===== src/rtl/clcd_pkg.sv =====
`default_nettype none

package clcd_pkg;

   localparam int CountWidthDefault = 16;
   localparam int CfgWidth          = 16;
   localparam int CfgIndexWidth     = 3;
   localparam int QueueDepth        = 2;

   localparam logic [CfgIndexWidth-1:0] CFG_HOLD     = 3'd0;
   localparam logic [CfgIndexWidth-1:0] CFG_POWERUP  = 3'd1;
   localparam logic [CfgIndexWidth-1:0] CFG_WAKE     = 3'd2;
   localparam logic [CfgIndexWidth-1:0] CFG_SETTLE   = 3'd3;
   localparam logic [CfgIndexWidth-1:0] CFG_INIT_GAP = 3'd4;

   localparam logic [CfgWidth-1:0] HOLD_RESET     = 16'd2;
   localparam logic [CfgWidth-1:0] POWERUP_RESET  = 16'd40;
   localparam logic [CfgWidth-1:0] WAKE_RESET     = 16'd5;
   localparam logic [CfgWidth-1:0] SETTLE_RESET   = 16'd2;
   localparam logic [CfgWidth-1:0] INIT_GAP_RESET = 16'd50;

   localparam logic [3:0] NIB_WAKE  = 4'h3;
   localparam logic [3:0] NIB_4BIT  = 4'h2;
   localparam logic [2:0] SETUP_LAST = 3'd5;

   localparam logic [1:0] CMD_TICK  = 2'd0;
   localparam logic [1:0] CMD_INSTR = 2'd1;
   localparam logic [1:0] CMD_CHAR  = 2'd2;
   localparam logic [1:0] CMD_INIT  = 2'd3;

   typedef enum logic [1:0] {
      OP_TICK,
      OP_BYTE,
      OP_INIT
   } kind_type;

   typedef enum logic [3:0] {
      PH_IDLE,
      PH_SETUP,
      PH_HI,
      PH_MID,
      PH_LO,
      PH_GAP,
      PH_WAIT0,
      PH_STB0,
      PH_WAIT1,
      PH_STB1,
      PH_WAIT2,
      PH_STB2,
      PH_WAIT3,
      PH_STB3
   } phase_type;

   typedef struct packed {
      logic [1:0] command;
      logic [7:0] value;
   } req_type;

   typedef struct packed {
      logic       reg_select;
      logic       read_write;
      logic       enable_pin;
      logic [3:0] bus_nibble;
      logic       busy_res;
      logic       rejected;
   } rsp_type;

   typedef struct packed {
      logic [CfgWidth-1:0] hold_ticks;
      logic [CfgWidth-1:0] powerup_ticks;
      logic [CfgWidth-1:0] wake_ticks;
      logic [CfgWidth-1:0] settle_ticks;
      logic [CfgWidth-1:0] init_gap_ticks;
   } cfg_type;

   // one queued step: what the front decided the beat asks for
   typedef struct packed {
      kind_type   kind;
      logic       rs;
      logic       request;
      logic [7:0] value;
   } entry_type;

   function automatic logic [7:0] setup_byte(input logic [2:0] idx);
      logic [7:0] b;
      unique case (idx)
         3'd0:    b = 8'h28;
         3'd1:    b = 8'h0E;
         3'd2:    b = 8'h01;
         3'd3:    b = 8'h06;
         3'd4:    b = 8'h80;
         default: b = 8'h00;
      endcase
      return b;
   endfunction

endpackage

`default_nettype wire


===== src/rtl/clcd_front.sv =====
`default_nettype none

module clcd_front (
   input  wire logic               clock,
   input  wire logic               reset,
   input  wire logic               req_valid,
   output logic                    req_stall,
   input  wire clcd_pkg::req_type  req_data,
   output logic                    q_valid,
   input  wire logic               q_pop,
   output clcd_pkg::entry_type     q_entry
);
   import clcd_pkg::*;

   localparam int PtrWidth = $clog2(QueueDepth);
   localparam int CntWidth = $clog2(QueueDepth + 1);

   entry_type             slot_ff [QueueDepth];
   logic [PtrWidth-1:0]   wr_ptr_ff, wr_ptr_in;
   logic [PtrWidth-1:0]   rd_ptr_ff, rd_ptr_in;
   logic [CntWidth-1:0]   count_ff, count_in;
   entry_type             classified;
   logic                  push;

   always_comb begin
      classified.value   = req_data.value;
      classified.rs      = (req_data.command == CMD_CHAR);
      classified.request = (req_data.command != CMD_TICK);
      unique case (req_data.command)
         CMD_TICK:  classified.kind = OP_TICK;
         CMD_INSTR: classified.kind = OP_BYTE;
         CMD_CHAR:  classified.kind = OP_BYTE;
         CMD_INIT:  classified.kind = OP_INIT;
         default:   classified.kind = OP_TICK;
      endcase
   end

   assign req_stall = (count_ff == CntWidth'(QueueDepth));
   assign push      = req_valid && !req_stall;
   assign q_valid   = (count_ff != '0);
   assign q_entry   = slot_ff[rd_ptr_ff];

   always_comb begin
      wr_ptr_in = wr_ptr_ff;
      rd_ptr_in = rd_ptr_ff;
      count_in  = count_ff;
      if (push) begin
         wr_ptr_in = (wr_ptr_ff == PtrWidth'(QueueDepth - 1)) ? '0 : wr_ptr_ff + 1'b1;
      end
      if (q_pop) begin
         rd_ptr_in = (rd_ptr_ff == PtrWidth'(QueueDepth - 1)) ? '0 : rd_ptr_ff + 1'b1;
      end
      priority if (push && !q_pop) begin
         count_in = count_ff + 1'b1;
      end else if (q_pop && !push) begin
         count_in = count_ff - 1'b1;
      end
   end

   always_ff @(posedge clock) begin
      if (reset) begin
         wr_ptr_ff <= '0;
         rd_ptr_ff <= '0;
         count_ff  <= '0;
      end else begin
         wr_ptr_ff <= wr_ptr_in;
         rd_ptr_ff <= rd_ptr_in;
         count_ff  <= count_in;
      end
   end

   always_ff @(posedge clock) begin
      if (push) begin
         slot_ff[wr_ptr_ff] <= classified;
      end
   end

endmodule

`default_nettype wire


===== src/rtl/clcd_back.sv =====
`default_nettype none

module clcd_back #(
   parameter int COUNT_WIDTH = clcd_pkg::CountWidthDefault
) (
   input  wire logic                clock,
   input  wire logic                reset,
   input  wire clcd_pkg::cfg_type   cfg,
   input  wire logic                q_valid,
   output logic                     q_pop,
   input  wire clcd_pkg::entry_type q_entry,
   output logic                     rsp_valid,
   input  wire logic                rsp_stall,
   output clcd_pkg::rsp_type        rsp_data
);
   import clcd_pkg::*;

   localparam logic [32:0] CountMax = (33'd1 << COUNT_WIDTH) - 33'd1;

   phase_type              phase_ff, phase_in;
   logic [COUNT_WIDTH-1:0] tick_ff, tick_in;
   logic [7:0]             byte_ff, byte_in;
   logic [2:0]             init_step_ff, init_step_in;
   logic                   rs_ff, rs_in;
   logic                   en_ff, en_in;
   logic [3:0]             nib_ff, nib_in;
   logic                   rsp_valid_ff, rsp_valid_in;
   rsp_type                rsp_data_ff, rsp_data_in;
   logic                   step;
   logic                   busy;

   // zero means one tick; long waits saturate at the counter's range
   function automatic logic [COUNT_WIDTH-1:0] load_count(input logic [CfgWidth-1:0] ticks);
      logic [32:0] d;
      d = (ticks == '0) ? 33'd0 : 33'(ticks) - 33'd1;
      if (d > CountMax) begin
         d = CountMax;
      end
      return d[COUNT_WIDTH-1:0];
   endfunction

   assign step  = q_valid && (!rsp_valid_ff || !rsp_stall);
   assign q_pop = step;
   assign busy  = (phase_ff != PH_IDLE);

   always_comb begin
      phase_in     = phase_ff;
      tick_in      = tick_ff;
      byte_in      = byte_ff;
      init_step_in = init_step_ff;
      rs_in        = rs_ff;
      en_in        = en_ff;
      nib_in       = nib_ff;
      if (step) begin
         if (busy) begin
            if (tick_ff != '0) begin
               tick_in = tick_ff - 1'b1;
            end else begin
               unique case (phase_ff)
                  PH_SETUP: begin
                     phase_in = PH_HI;
                     tick_in  = load_count(cfg.hold_ticks);
                     en_in    = 1'b1;
                  end
                  PH_HI: begin
                     nib_in   = byte_ff[3:0];
                     phase_in = PH_MID;
                     tick_in  = '0;
                     en_in    = 1'b0;
                  end
                  PH_MID: begin
                     phase_in = PH_LO;
                     tick_in  = load_count(cfg.hold_ticks);
                     en_in    = 1'b1;
                  end
                  PH_LO: begin
                     en_in = 1'b0;
                     if (init_step_ff == '0) begin
                        phase_in = PH_IDLE;
                        tick_in  = '0;
                     end else begin
                        phase_in = PH_GAP;
                        tick_in  = load_count(cfg.init_gap_ticks);
                     end
                  end
                  PH_GAP: begin
                     en_in   = 1'b0;
                     tick_in = '0;
                     if (init_step_ff != '0 && init_step_ff < SETUP_LAST) begin
                        byte_in      = setup_byte(init_step_ff);
                        rs_in        = 1'b0;
                        nib_in       = byte_in[7:4];
                        phase_in     = PH_SETUP;
                        init_step_in = init_step_ff + 1'b1;
                     end else begin
                        init_step_in = '0;
                        phase_in     = PH_IDLE;
                     end
                  end
                  PH_WAIT0: begin
                     phase_in = PH_STB0;
                     tick_in  = '0;
                     en_in    = 1'b1;
                  end
                  PH_STB0: begin
                     phase_in = PH_WAIT1;
                     tick_in  = load_count(cfg.wake_ticks);
                     en_in    = 1'b0;
                  end
                  PH_WAIT1: begin
                     phase_in = PH_STB1;
                     tick_in  = '0;
                     en_in    = 1'b1;
                  end
                  PH_STB1: begin
                     phase_in = PH_WAIT2;
                     tick_in  = load_count(cfg.wake_ticks);
                     en_in    = 1'b0;
                  end
                  PH_WAIT2: begin
                     phase_in = PH_STB2;
                     tick_in  = '0;
                     en_in    = 1'b1;
                  end
                  PH_STB2: begin
                     nib_in   = NIB_4BIT;
                     phase_in = PH_WAIT3;
                     tick_in  = load_count(cfg.settle_ticks);
                     en_in    = 1'b0;
                  end
                  PH_WAIT3: begin
                     phase_in = PH_STB3;
                     tick_in  = '0;
                     en_in    = 1'b1;
                  end
                  PH_STB3: begin
                     byte_in      = setup_byte(3'd0);
                     rs_in        = 1'b0;
                     nib_in       = byte_in[7:4];
                     phase_in     = PH_SETUP;
                     tick_in      = '0;
                     en_in        = 1'b0;
                     init_step_in = 3'd1;
                  end
                  default: begin
                     init_step_in = '0;
                     phase_in     = PH_IDLE;
                     tick_in      = '0;
                     en_in        = 1'b0;
                  end
               endcase
            end
         end else begin
            unique case (q_entry.kind)
               OP_BYTE: begin
                  init_step_in = '0;
                  byte_in      = q_entry.value;
                  rs_in        = q_entry.rs;
                  nib_in       = q_entry.value[7:4];
                  phase_in     = PH_SETUP;
                  tick_in      = '0;
                  en_in        = 1'b0;
               end
               OP_INIT: begin
                  init_step_in = '0;
                  rs_in        = 1'b0;
                  nib_in       = NIB_WAKE;
                  phase_in     = PH_WAIT0;
                  tick_in      = load_count(cfg.powerup_ticks);
                  en_in        = 1'b0;
               end
               default: begin
               end
            endcase
         end
      end

      rsp_data_in.reg_select = rs_in;
      rsp_data_in.read_write = 1'b0;
      rsp_data_in.enable_pin = en_in;
      rsp_data_in.bus_nibble = nib_in;
      rsp_data_in.busy_res   = (phase_in != PH_IDLE);
      rsp_data_in.rejected   = busy && q_entry.request;

      rsp_valid_in = step || (rsp_valid_ff && rsp_stall);
   end

   always_ff @(posedge clock) begin
      if (reset) begin
         phase_ff     <= PH_IDLE;
         tick_ff      <= '0;
         byte_ff      <= '0;
         init_step_ff <= '0;
         rs_ff        <= 1'b0;
         en_ff        <= 1'b0;
         nib_ff       <= '0;
         rsp_valid_ff <= 1'b0;
      end else begin
         phase_ff     <= phase_in;
         tick_ff      <= tick_in;
         byte_ff      <= byte_in;
         init_step_ff <= init_step_in;
         rs_ff        <= rs_in;
         en_ff        <= en_in;
         nib_ff       <= nib_in;
         rsp_valid_ff <= rsp_valid_in;
      end
   end

   always_ff @(posedge clock) begin
      if (step) begin
         rsp_data_ff <= rsp_data_in;
      end
   end

   assign rsp_valid = rsp_valid_ff;
   assign rsp_data  = rsp_data_ff;

`ifndef NO_ASSERTIONS
   a_idle_no_init: assert property (@(posedge clock) disable iff (reset)
      phase_ff == PH_IDLE |-> init_step_ff == '0)
      else $error("init step left set while idle");

   a_enable_phase: assert property (@(posedge clock) disable iff (reset)
      en_ff |-> (phase_ff == PH_HI || phase_ff == PH_LO || phase_ff == PH_STB0 ||
                 phase_ff == PH_STB1 || phase_ff == PH_STB2 || phase_ff == PH_STB3))
      else $error("enable high outside a strobe phase");

   a_countdown_holds: assert property (@(posedge clock) disable iff (reset)
      step && busy && tick_ff != '0 |=> $stable(phase_ff))
      else $error("phase moved before its count ran out");

   a_init_start: assert property (@(posedge clock) disable iff (reset)
      step && !busy && q_entry.kind == OP_INIT |=> phase_ff == PH_WAIT0 && nib_ff == NIB_WAKE)
      else $error("initialization did not start with the wake nibble");

   a_no_step_frozen: assert property (@(posedge clock) disable iff (reset)
      !step |=> $stable(phase_ff) && $stable(tick_ff))
      else $error("state advanced without a beat");
`endif

endmodule

`default_nettype wire


===== src/rtl/char_lcd_nibble_interface.sv =====
// Character LCD driver for a 4-bit bus.
// Input channel (req_*): one beat per tick. command selects tick only, an
// instruction byte, a character byte or the power-up initialization; value
// carries the byte. Every accepted beat yields exactly one rsp_* beat with
// the pin levels after that tick, busy_res and a rejected flag for requests
// that arrive while a write or initialization is still running.
// Throughput: one beat per clock in both directions while neither side
// stalls. An accepted beat passes the queue and then the result register.
// A two-entry queue parts the request side from the sequencer, and the
// sequencer writes into a result register, so either side can stall
// without stopping the other until the queue fills or runs empty;
// req_stall is high only while the queue is full. While rsp_stall is
// high and a result is valid, the result holds and the sequencer waits.
// csr_* writes the five timing registers (hold, power-up, wake, settle,
// init gap); write them only while the block is idle.
// Reset (synchronous) empties the queue, idles the sequencer with its pin
// state low (not rsp_data itself) and sets the timing register defaults.
`default_nettype none

module char_lcd_nibble_interface #(
   parameter int COUNT_WIDTH = clcd_pkg::CountWidthDefault
) (
   input  wire logic                                clock,
   input  wire logic                                reset,
   input  wire logic                                req_valid,
   output logic                                     req_stall,
   input  wire clcd_pkg::req_type                   req_data,
   output logic                                     rsp_valid,
   input  wire logic                                rsp_stall,
   output clcd_pkg::rsp_type                        rsp_data,
   input  wire logic                                csr_write,
   input  wire logic [clcd_pkg::CfgIndexWidth-1:0]  csr_index,
   input  wire logic [clcd_pkg::CfgWidth-1:0]       csr_wdata
);
   import clcd_pkg::*;

   cfg_type   cfg_ff, cfg_in;
   logic      q_valid;
   logic      q_pop;
   entry_type q_entry;

   always_comb begin
      cfg_in = cfg_ff;
      if (csr_write) begin
         unique case (csr_index)
            CFG_HOLD:     cfg_in.hold_ticks     = csr_wdata;
            CFG_POWERUP:  cfg_in.powerup_ticks  = csr_wdata;
            CFG_WAKE:     cfg_in.wake_ticks     = csr_wdata;
            CFG_SETTLE:   cfg_in.settle_ticks   = csr_wdata;
            CFG_INIT_GAP: cfg_in.init_gap_ticks = csr_wdata;
            default: begin
            end
         endcase
      end
   end

   always_ff @(posedge clock) begin
      if (reset) begin
         cfg_ff.hold_ticks     <= HOLD_RESET;
         cfg_ff.powerup_ticks  <= POWERUP_RESET;
         cfg_ff.wake_ticks     <= WAKE_RESET;
         cfg_ff.settle_ticks   <= SETTLE_RESET;
         cfg_ff.init_gap_ticks <= INIT_GAP_RESET;
      end else begin
         cfg_ff <= cfg_in;
      end
   end

   clcd_front u_front (
      .clock     (clock),
      .reset     (reset),
      .req_valid (req_valid),
      .req_stall (req_stall),
      .req_data  (req_data),
      .q_valid   (q_valid),
      .q_pop     (q_pop),
      .q_entry   (q_entry)
   );

   clcd_back #(
      .COUNT_WIDTH (COUNT_WIDTH)
   ) u_back (
      .clock     (clock),
      .reset     (reset),
      .cfg       (cfg_ff),
      .q_valid   (q_valid),
      .q_pop     (q_pop),
      .q_entry   (q_entry),
      .rsp_valid (rsp_valid),
      .rsp_stall (rsp_stall),
      .rsp_data  (rsp_data)
   );

endmodule

`default_nettype wire

===== config.mk =====
export PLATFORM = sky130hd
export DESIGN_NAME = char_lcd_nibble_interface
export DESIGN_NICKNAME = d
export VERILOG_FILES = /design/src/rtl/clcd_pkg.sv /design/src/rtl/clcd_front.sv /design/src/rtl/clcd_back.sv /design/src/rtl/char_lcd_nibble_interface.sv
export SDC_FILE = /design/constraint.sdc
export NUM_CORES = 1
export LEC_CHECK = 0
export ABC_AREA = 1
export BUFFER_PORTS_ARGS = -buffer_cell sky130_fd_sc_hd__buf_2
export CORE_MARGIN = 2
export CORE_UTILIZATION = 47
export CTS_BUF_LIST = sky130_fd_sc_hd__clkbuf_16
export DETAILED_ROUTE_END_ITERATION = 16
export PLACE_DENSITY = 0.6
export SYNTH_ARGS = -nofsm -noshare
export SYNTH_HDL_FRONTEND = slang
export SYNTH_HIERARCHICAL = 1
export SYNTH_SLANG_ARGS = --single-unit

===== constraint.sdc =====
create_clock -name clock -period 7.31 [get_ports clock]
set_clock_uncertainty 0.2 [all_clocks]
set_input_delay 2.193 -clock clock [delete_from_list [all_inputs] [get_ports clock]]
set_output_delay 2.193 -clock clock [all_outputs]
set_load 0.02 [all_outputs]

==> results.md <==
- Status: finished clean
- Met1 layer usage reported by global route: 35.4%
- Prevailing post-synth register cell: dfxtp_1
- Area growth syn-to-layout: 10.2%
- Count of buffers added by post-CTS timing repair for setup: 0
- Detail-routed via count per cell: 5.19
- Start point of the worst hold path: u_back/byte_ff[0]
- DR WL/cell: 15.6 µm
- Leak Pwr: 4.92 nW
- CP max FO: 23
- Average cell area after synthesis: 6.60 µm²
- Largest area contributor in the synthesized netlist: dfxtp_1
- Critical path class: in -> reg
- Clock latency reported for the late side of the worst-skew pair: 430 ps
- Worst slew pin tran: 1110 ps
- Number of antenna violations at the first check in global routing: 0
- Cell with the most instances after synthesis: nand2_1
- Capturing point of the worst reg2reg path: u_back/tick_ff[0]
- Number of max-cap violations: 0
- Core Util, Final: 52.8%
- Number of DRC markers after the initial detailed-route iteration: 608
- Global-route wire length before repair: 44.2 mm
- NumNets Final: 1550
- Number of buffers created by CTS: 17
- Standard-cell row count: 52
- Max Root-Sink Buffers: 2
- Final setup violation count: 0
- X dimension of the die: 148 µm
- Post-Syn Instances: 1469
- Number of buffers added on ports: 43
- Tmin final: 4180 ps
- Share of synthesized area occupied by flip-flops and latches: 34.5%
- Routability cong.: 0.946
- Area fraction of the dominant cell type after synthesis: 24.6%
- Reg-to-reg startpoint: u_front/count_ff[0]
- Largest cells by area after synthesis: dfxtp_1, nand2_1, nor2_1
- Final cycle utilization of the critical path: 57.1%
- I/O Pins: 45
- Count of flip-flops with a built-in enable after synthesis: 32
- Max-slew violation count: 0
- Leading post-synthesis cells by instance count: nand2_1, nor2_1, nand3_1, inv_1, dfxtp_1
- Met3 Track Usage GR: 3.58%
- Area of the core: 0.0202 mm²
- Number of filler cells placed in the layout: 2086
- Setup slack of the most critical reg-to-reg path: 4440 ps
- Busiest layer in global routing: met2
- Type of the most critical hold path: reg -> reg
- Peak ir drop on the vdd network: 0.180 mV
- Library cell used as clock root buffer: clkbuf_16
- Number of vias in the routed layout: 9221
- Share of final-layout standard cells stronger than drive strength 1: 10.6%
- Setup crit start kind: primary input
- Via count of the first global-routing pass: 8479
- Routed wire length: 27.8 mm
- H-tree depth: 4
- Total area of multi-input combinational cells: 0.00555 mm²
- Post-synthesis instance area: 0.00969 mm²
- Clock Sink Count: 151
- Number of buffers added to fix hold violations after cts: 0
- Die Height: 148 µm
- Syn_nets: 1525
- Max-slew headroom: 25.7%
- Tightest hold margin: 254 ps
- Total Die Area: 0.0218 mm²
- Power density over cell area: 293 mW/mm²
- Clk pin slew, worst setup/hold paths: 60 ps
- GRT overflow: 0
- Cell depth of the worst hold path: 2
- HPWL after DPL: 21.2 mm
- Setup TNS: 0 ps
- Total of warnings raised by yosys: 6
- GRT Util Overall: 25.7%
- First-pass iteration count of the detailed router: 5
- Sort of element at the end of the critical path: flop
- M2 GR Usage: 40.7%
- TritonCTS clock tree: built
- Synth Register Bits: 151
- Terminating pin of the worst hold path: u_back/byte_ff[0]
- Gates resized, CTS repair: 0
- Data arrival time of the critical path: 4270 ps
- Depth of the worst register-to-register path: 9
- RSZ-0062 raised after global routing: no
- Drt drc: 0
- Async S/R FF share, synth: 0%
- Cell variety after synth: 52
- Initial standard-cell utilization of the core: 47.9%
- Critical Path RT: 7400 ps
- Peak clock frequency supported by timing: 239 MHz
- Remaining antenna violation count after routing: 0
- Final hold violation count: 0
- Diode count: 0
- Maximum number of pins on one net before global-route repair: 81
- FF/Latch Area: 0.00334 mm²
metrics by stage:
| step | area [µm²] | setup WS [ps] | std cells | power (mW) |
|---|---|---|---|---|
| floorplan | 9690 | 3260 | 1469 | 1.91 |
| global placement | 10000 | 2760 | 1745 | 2.16 |
| detailed placement | 10000 | 2700 | 1745 | 2.17 |
| CTS | 10700 | 3150 | 1777 | 3.15 |
| global route | 10700 | 2930 | 1777 | 3.33 |
| finish | 10700 | 3130 | 1777 | 3.13 |
area by class of cell:
cell class                 instances  area share (%)
inverter                         151            5.31
clock buffer                      17            3.98
multi-input combinational       1127            51.9
timing repair buffer              46            2.23
tap                              270            3.16
sequential                       151            31.3
clock inverter                    15            2.11
worst max path at each step:
stage / cells after the start / slack, ps / start / to
global placement: 9 / 2760 / rsp_stall / u_back/tick_ff[0]
CTS: 9 / 3150 / rsp_stall / u_back/tick_ff[0]
global route: 9 / 2930 / rsp_stall / u_back/tick_ff[0]
finish: 9 / 3130 / rsp_stall / u_back/tick_ff[0]
floorplan: 11 / 3260 / rsp_stall / u_front/count_ff[1]
detailed placement: 9 / 2700 / rsp_stall / u_back/tick_ff[0]
per-layer routing:
layer	share of wire, %	vias to the layer above	wire length (µm)
li1	-	4748	-
met1	47	4162	13000
met2	45	259	12500
met3	4.7	52	1300
met4	3.5	0	985
met5	0	-	0
worst max-delay path, cell delays in order:
cell and delay (ps):
buf_2 90, nand2_1 70, nand2_1 230, inv_1 610, o21ai_2 240, inv_2 320, o21ai_2 170, a221oi_1 230
a21oi_1 100
placed cells by master (no fill, tap or decap), drive strengths merged, types with 4 or more instances in the layout:
master,n
a21oi,62
buf,46
bufinv,4
clkbuf,17
dfxtp,119
edfxtp,32
ha,22
inv,160
mux2,12
nand2,364
nand3,137
nand3b,5
nand4,11
nor2,340
nor3,11
o21ai,67
o22ai,7
o31ai,5
or2,4
xnor2,16
xor2,36
where the power goes:
group          switching [mW]  leakage [nW]  internal [mW]
clock                   0.391         0.319          0.588
sequential             0.0953          1.27          0.987
combinational           0.723          3.33          0.345
total                    1.21          4.92           1.92
cell families (layout without fill, tap and decap cells):
group | Yosys count | in the layout | share of synthesized area, %
AND/OR/NAND/NOR | 879 | 879 | 38.8
buffers and inverters | 191 | 229 | 8.26
AO/OA/AOI/OAI | 161 | 161 | 9.49
flip-flops | 151 | 151 | 34.5
XOR/XNOR | 52 | 52 | 4.70
adder cells (fa/ha/maj) | 22 | 22 | 2.84
multiplexers | 12 | 12 | 1.39
other | 1 | 1 | 0.0387
flip-flops by register name, indices dropped and copies added, names as in the netlist, named ones only:
signal               cells
u_back/rsp_data          8
u_back/byte_ff           4
u_back/en_ff             1
u_back/nib_ff            4
cfg_ff                  80
u_back/rsp_valid         1
u_front/wr_ptr_ff        1
u_front/slot_ff         24
u_back/tick_ff          16
u_back/init_step_ff      3
u_back/rs_ff             1
u_front/count_ff         2
u_front/rd_ptr_ff        1
u_back/phase_ff          4
(Power assumes the default switching activity.)
